**src/hw/rtl/bpfa_pkg.sv**
```systemverilog
`timescale 1ns / 1ps
// ----------------------------------------------------------------------------
// bpfa_pkg
// Shared constants and codes of the bitmap page frame allocator.
// ----------------------------------------------------------------------------
package bpfa_pkg;

  localparam int NUM_FRAMES_DEF = 65536;
  localparam int PAGE_BYTES_DEF = 4096;

  localparam int WORD_BITS = 64;
  localparam int BIT_W     = 6;

  localparam int KIND_W   = 2;
  localparam int ADDR_W   = 28;
  localparam int STATUS_W = 2;
  localparam int COUNT_W  = 17;
  localparam int REG_W    = 17;
  localparam int CFG_IDX_W = 2;

  localparam logic [KIND_W-1:0] KIND_INIT  = 2'd0;
  localparam logic [KIND_W-1:0] KIND_ALLOC = 2'd1;
  localparam logic [KIND_W-1:0] KIND_FREE  = 2'd2;
  localparam logic [KIND_W-1:0] KIND_NOP   = 2'd3;

  localparam logic [STATUS_W-1:0] ST_OK       = 2'd0;
  localparam logic [STATUS_W-1:0] ST_NO_FRAME = 2'd1;
  localparam logic [STATUS_W-1:0] ST_NOT_INIT = 2'd2;
  localparam logic [STATUS_W-1:0] ST_RANGE    = 2'd3;

  localparam logic [CFG_IDX_W-1:0] CFG_LOW_RESERVED = 2'd0;
  localparam logic [CFG_IDX_W-1:0] CFG_KERNEL_FIRST = 2'd1;
  localparam logic [CFG_IDX_W-1:0] CFG_KERNEL_STOP  = 2'd2;

  localparam logic [REG_W-1:0] LOW_RESERVED_RST = 17'd256;

endpackage

```
**src/hw/rtl/bpfa_word_builder.sv**
```systemverilog
`timescale 1ns / 1ps
// ----------------------------------------------------------------------------
// bpfa_word_builder
// Builds the initial used-bit word of one map row from the frame bounds.
// ----------------------------------------------------------------------------
module bpfa_word_builder #(
  parameter int NUM_FRAMES = bpfa_pkg::NUM_FRAMES_DEF,
  parameter int WW         = 10,
  parameter int CNTW       = 17
) (
  input  logic [WW-1:0]                  word_idx,
  input  logic [CNTW-1:0]                lo,
  input  logic [CNTW-1:0]                ks,
  input  logic [CNTW-1:0]                ke,
  output logic [bpfa_pkg::WORD_BITS-1:0] used_word
);

  localparam int BW   = WW + bpfa_pkg::BIT_W;
  localparam int CMPW = ((BW > CNTW) ? BW : CNTW) + 1;

  // bits of the row whose frame index lies below x
  function automatic logic [bpfa_pkg::WORD_BITS-1:0] lt_mask(
    input logic [CMPW-1:0] x,
    input logic [CMPW-1:0] base
  );
    logic [CMPW-1:0] d;
    logic [bpfa_pkg::WORD_BITS-1:0] m;
    d = x - base;
    if (x <= base) begin
      m = '0;
    end else if (d >= CMPW'(bpfa_pkg::WORD_BITS)) begin
      m = '1;
    end else begin
      m = ~({bpfa_pkg::WORD_BITS{1'b1}} << d[bpfa_pkg::BIT_W-1:0]);
    end
    return m;
  endfunction

  logic [CMPW-1:0] base;

  assign base = CMPW'({word_idx, {bpfa_pkg::BIT_W{1'b0}}});

  assign used_word = lt_mask(CMPW'(lo), base)
                   | ~lt_mask(CMPW'(NUM_FRAMES), base)
                   | (lt_mask(CMPW'(ke), base) & ~lt_mask(CMPW'(ks), base));

endmodule

```
**config.mk**
```make
export PLATFORM = sky130hd
export DESIGN_NAME = bpfa_word_builder
export DESIGN_NICKNAME = d
export VERILOG_FILES = /design/src/hw/rtl/bpfa_pkg.sv /design/src/hw/rtl/bpfa_word_builder.sv
export SDC_FILE = /design/constraint.sdc
export NUM_CORES = 1
export LEC_CHECK = 0
export BUFFER_PORTS_ARGS = -buffer_cell sky130_fd_sc_hd__buf_2
export CORE_MARGIN = 2
export CORE_UTILIZATION = 50
export DETAILED_ROUTE_END_ITERATION = 8
export PLACE_DENSITY = 0.75
export SYNTH_ARGS = -nofsm -noshare
export SYNTH_HDL_FRONTEND = slang
export SYNTH_SLANG_ARGS = --single-unit
```
**constraint.sdc**
```tcl
create_clock -name vclk -period 15.8
set_input_delay 4.74 -clock vclk [all_inputs]
set_output_delay 4.74 -clock vclk [all_outputs]
set_load 0.05 [all_outputs]
```
==> flow_metrics.env, run 1 <==
export IMPL_n_antenna_cell=0
export IMPL_yosysSeqAreaShare=0
export IMPL_yosys_area_top_type="ha_1"
export IMPL_netSwitchingFraction=0.720
export IMPL_path_class="primary input to output port"
export IMPL_holdWs_ps=10150
export IMPL_path_max_fanout=22
export IMPL_cp_top_family="compound AO/OA/AOI/OAI gates"
export IMPL_route_detailed_drc=0
export IMPL_track_usage=0.411
export IMPL_layout_common_cells="buf_2, nor2_1, a21oi_1"
export IMPL_dr_max_layer_used="met4"
export IMPL_setup_violations_final=0
export IMPL_routed_wl_um=19200
export IMPL_layout_area_seq_um2=0
export IMPL_wl_met1_um=7460
export IMPL_grt_setup_unrepaired="no"
export IMPL_synth_area_per_cell_um2=6.18
export IMPL_power_leakage_nw=1.90
export IMPL_synth_area_top_cells="ha_1, a21oi_1, o21ai_0, nor2_1, o221ai_1"
export IMPL_grt_pass1_wl_um=29300
export IMPL_cp_cell_sequence="buf_2 -> inv_1 -> ha_1 -> inv_1 -> fa_1 -> a21o_1 -> a221oi_1 -> nor2_1 -> o31ai_1 -> nand3_1 -> o31ai_2 -> nand2_1 -> o311ai_0 -> buf_2"
export IMPL_endpoint_kind="output port"
export IMPL_grt_pass1_vias=5605
export IMPL_vdd_ir_drop_worst_v=0.0000312
export IMPL_hold_viol=0
export IMPL_core_um2=8090
export IMPL_clkbuf_count=0
export IMPL_viasPerCell=7.36
export IMPL_ant_nets=0
export IMPL_stdcell_area_um2=4730
export IMPL_max_cap_violations=0
export IMPL_antenna_found_initial=0
export IMPL_mostFrequentLayoutCell="buf_2"
export IMPL_fin_nets=845
export IMPL_io_pins=125
export IMPL_num_vias=6287
export IMPL_hp_class="primary input to output port"
export IMPL_place_gp_congestion=1.11
export IMPL_p_per_area_nw_per_um2=52.2
export IMPL_synth_top_cell_area_share=0.0909
export IMPL_arrival_ps=8830
export IMPL_status="complete, no violations"
export IMPL_period_share=0.859
export IMPL_dp_hpwl_um=14300
export IMPL_fin_tns_setup_ps=0
export IMPL_synth_warnings=0
export IMPL_area_growth_pct=14.5
export IMPL_p_clk_frac=0
export IMPL_p_seq_frac=0
export IMPL_max_stage_delay_ps=630
export IMPL_worstMarginPinSlew_ps=1310
export IMPL_crit_buf_inv=4
export IMPL_wl_met3_um=2760
export IMPL_first_pass_iters=6
export IMPL_wl_met2_um=8040
export IMPL_period_minus_slack_ps=13570
export IMPL_grt_overflow_total=0
export IMPL_switching_power_mw=0.178
export IMPL_core_rowCount=33
export IMPL_cts_hold_fix_buffers=0
export IMPL_grt_start_max_net_pins=39
export IMPL_critical_path_required_ps=11060
export IMPL_postPlaceCellArea_um2=4730
export IMPL_synth_cell_types=75
export IMPL_synthCells=669
export IMPL_critPathSlowestCell="nand2_1"
export IMPL_slew_viol_final=0
export IMPL_seq_cell_count=0
export IMPL_die_w_um=94.9
export IMPL_initial_core_util=0.511
export IMPL_syn_num_nets=763
export IMPL_drive_gt1_frac=0.218
export IMPL_max_clock_freq_mhz=73.7
export IMPL_cts_resized=0
export IMPL_routedWlPerCell_um=22.5
export IMPL_port_buffers=125
export IMPL_die_h_um=94.9
export IMPL_slew_headroom=0.124
export IMPL_syn_area_um2=4130
export IMPL_drt_iter0_drc=1099
export IMPL_p_int_mw=0.0693
export IMPL_start_kind="primary input"
export IMPL_post_cts_buffers=0
export IMPL_combPwrFrac=1.000
export IMPL_die_area_um2=9010
metal layers:
| layer | vias to the layer above | global-route usage |
|---|---|---|
| li1 | 2753 | - |
| met5 | - | 0 |
| met2 | 576 | 0.626 |
| met1 | 2834 | 0.575 |
| met4 | 0 | 0.128 |
| met3 | 124 | 0.0870 |
cell usage after synthesis (5+ instances only):
| cell type | n |
|---|---|
| a211oi_1 | 6 |
| a21o_1 | 13 |
| a21oi_1 | 63 |
| a31oi_1 | 10 |
| and2_1 | 15 |
| buf_2 | 6 |
| clkbuf_1 | 42 |
| ha_1 | 30 |
| inv_1 | 27 |
| nand2_1 | 60 |
| nand2b_1 | 8 |
| nand3_1 | 22 |
| nand4_1 | 6 |
| nor2_1 | 68 |
| nor2b_1 | 9 |
| nor3_1 | 24 |
| nor3b_1 | 6 |
| nor4_1 | 5 |
| o211ai_1 | 13 |
| o21a_1 | 6 |
| o21ai_0 | 58 |
| o221ai_1 | 26 |
| o221ai_2 | 7 |
| o22ai_1 | 27 |
| o31ai_1 | 10 |
| or2_2 | 10 |
| or3_1 | 9 |
logic make-up (layout without fill, tap and decap cells):
| logic type | Yosys count | after routing | share of synthesized area |
|---|---|---|---|
| AO/OA/AOI/OAI | 289 | 289 | 0.485 |
| XOR/XNOR | 5 | 5 | 0.0106 |
| adder cells (fa/ha/maj) | 33 | 33 | 0.105 |
| buffers and inverters | 78 | 158 | 0.0772 |
| multiplexers | 4 | 4 | 0.00999 |
| AND/OR/NAND/NOR | 260 | 260 | 0.311 |
power groups by stage:
stage          clock network (mW)  registers, mW  logic (mW)
3_5_place_dp                    0              0       0.237
6_report                        0              0       0.247
4_1_cts                         0              0       0.238
5_1_grt                         0              0       0.260
2_1_floorplan                   0              0       0.177
3_3_place_gp                    0              0       0.236
through the flow:
step	utilization	instances	power [mW]	setup WS (ps)
floorplan	-	669	0.177	2230
global placement	0.585	854	0.236	2600
detailed placement	0.585	854	0.237	2350
CTS	0.585	854	0.238	2340
global route	0.585	854	0.260	2000
finish	0.585	854	0.247	2230
path summary, 6_finish.rpt:
kind / startpoint / to / slack (ps) / depth (start not counted)
max: ks[6] / used_word[24] / 2230 / 14
min: lo[5] / used_word[36] / 10150 / 4
cell type report:
| type | count | area [um^2] |
|---|---|---|
| repair buffers | 131 | 671 |
| fillers | 811 | 3360 |
| well taps | 105 | 131 |
| multi-input cells | 591 | 3830 |
| inverters | 27 | 101 |
Power figures use the tool's default switching activity.
==> run 2, diff against run 1 <==
Settings changed: RECOVER_POWER from default to 50.
==> flow_metrics.env, run 2 (synthesized netlist as in run 1, its figures left out) <==
export IMPL_arrival_ps=9130
export IMPL_place_gp_congestion=1.11
export IMPL_post_route_util=0.579
export IMPL_grt_start_max_net_pins=39
export IMPL_grt_pass1_wl_um=29300
export IMPL_power_leakage_nw=1.84
export IMPL_fin_cells=854
export IMPL_fillers=829
export IMPL_clkbuf_count=0
export IMPL_first_pass_iters=7
export IMPL_p_per_area_nw_per_um2=52.3
export IMPL_area_growth_pct=13.4
export IMPL_path_max_fanout=22
export IMPL_dp_hpwl_um=14300
export IMPL_grt_overflow_total=0
export IMPL_die_h_um=94.9
export IMPL_layout_common_cells="buf_2, nor2_1, a21oi_1"
export IMPL_critPathCapture="used_word[24]"
export IMPL_die_w_um=94.9
export IMPL_die_area_um2=9010
export IMPL_period_minus_slack_ps=13870
export IMPL_period_share=0.878
export IMPL_core_um2=8090
export IMPL_grt_setup_unrepaired="no"
export IMPL_place_inst=854
export IMPL_port_buffers=125
export IMPL_initial_core_util=0.511
export IMPL_seq_cell_count=0
export IMPL_path_class="primary input to output port"
export IMPL_crit_path_start="ks[6]"
export IMPL_endpoint_kind="output port"
export IMPL_p_total_mw=0.245
export IMPL_layout_area_seq_um2=0
export IMPL_slew_viol_final=0
export IMPL_n_antenna_cell=0
export IMPL_critical_path_required_ps=11060
export IMPL_max_clock_freq_mhz=72.1
export IMPL_routedWlPerCell_um=22.5
export IMPL_cts_resized=0
export IMPL_ant_nets=0
export IMPL_start_kind="primary input"
export IMPL_route_detailed_drc=0
export IMPL_io_pins=125
export IMPL_worstMarginPinSlew_ps=1360
export IMPL_grt_pass1_vias=5605
export IMPL_cts_hold_fix_buffers=0
export IMPL_setup_violations_final=0
export IMPL_post_cts_buffers=0
export IMPL_mostFrequentLayoutCell="buf_2"
export IMPL_drive_gt1_frac=0.176
export IMPL_hold_viol=0
export IMPL_status="complete, no violations"
export IMPL_max_cap_violations=0
export IMPL_hp_class="primary input to output port"
export IMPL_antenna_found_initial=0
export IMPL_core_rowCount=33
export IMPL_fin_tns_setup_ps=0
export IMPL_drt_iter0_drc=1034
export IMPL_routed_wl_um=19200
export IMPL_fin_nets=845
export IMPL_viasPerCell=7.38
export IMPL_slew_headroom=0.0933
export IMPL_num_vias=6300
export IMPL_vdd_ir_drop_worst_v=0.0000312
export IMPL_track_usage=0.411
==> run 2: cell count changes in the layout (fill, tap and decap cells not counted), sizes merged <==
cell and delta:
buf -28, clkbuf +28
==> run 2: worst min-delay path by stage <==
stage	start	endpoint	slack (ps)	cells after the start
final	lo[4]	used_word[28]	10200	4
after global placement	lo[5]	used_word[36]	10120	4
after CTS	lo[5]	used_word[56]	10120	4
after floorplan	lo[5]	used_word[38]	9830	2
after global routing	lo[4]	used_word[30]	10220	4
after detailed placement	lo[5]	used_word[56]	10120	4
==> run 2: stage by stage <==
step	cell area, um^2	setup slack, ps	hold WS [ps]
floorplan	4130	2230	9830
global placement	4730	2600	10120
detailed placement	4730	2350	10120
CTS	4730	2340	10120
global route	4690	1700	10220
finish	4690	1930	10200
==> run 2: cell type report <==
class              count  area [um^2]  area share
repair buffers       131          636       0.136
well taps            105          131      0.0280
inverters             27          101      0.0216
multi-input cells    591         3820       0.815
==> run 2: critical path, cell delays in order <==
cell,delay [ps]
buf_2,90
inv_1,40
ha_1,150
inv_1,60
fa_1,420
a21o_1,190
a221oi_1,420
nor2_1,80
o31ai_1,310
nand3_1,260
o31ai_1,800
nand2_1,690
o311ai_0,530
buf_2,330
==> run 2: report_power, final <==
| group | switching, mW | internal (mW) |
|---|---|---|
| Combinational | 0.178 | 0.0672 |
| Sequential | 0 | 0 |
| Clock | 0 | 0 |
==> run 2: metal layers <==
metal	share of wire	routed length [um]	vias to the layer above	track usage
met3	0.14	2680	110	0.0870
met1	0.39	7560	2862	0.575
met4	0.047	910	0	0.128
met2	0.42	8050	564	0.626
met5	0	0	-	0
li1	-	-	2764	-
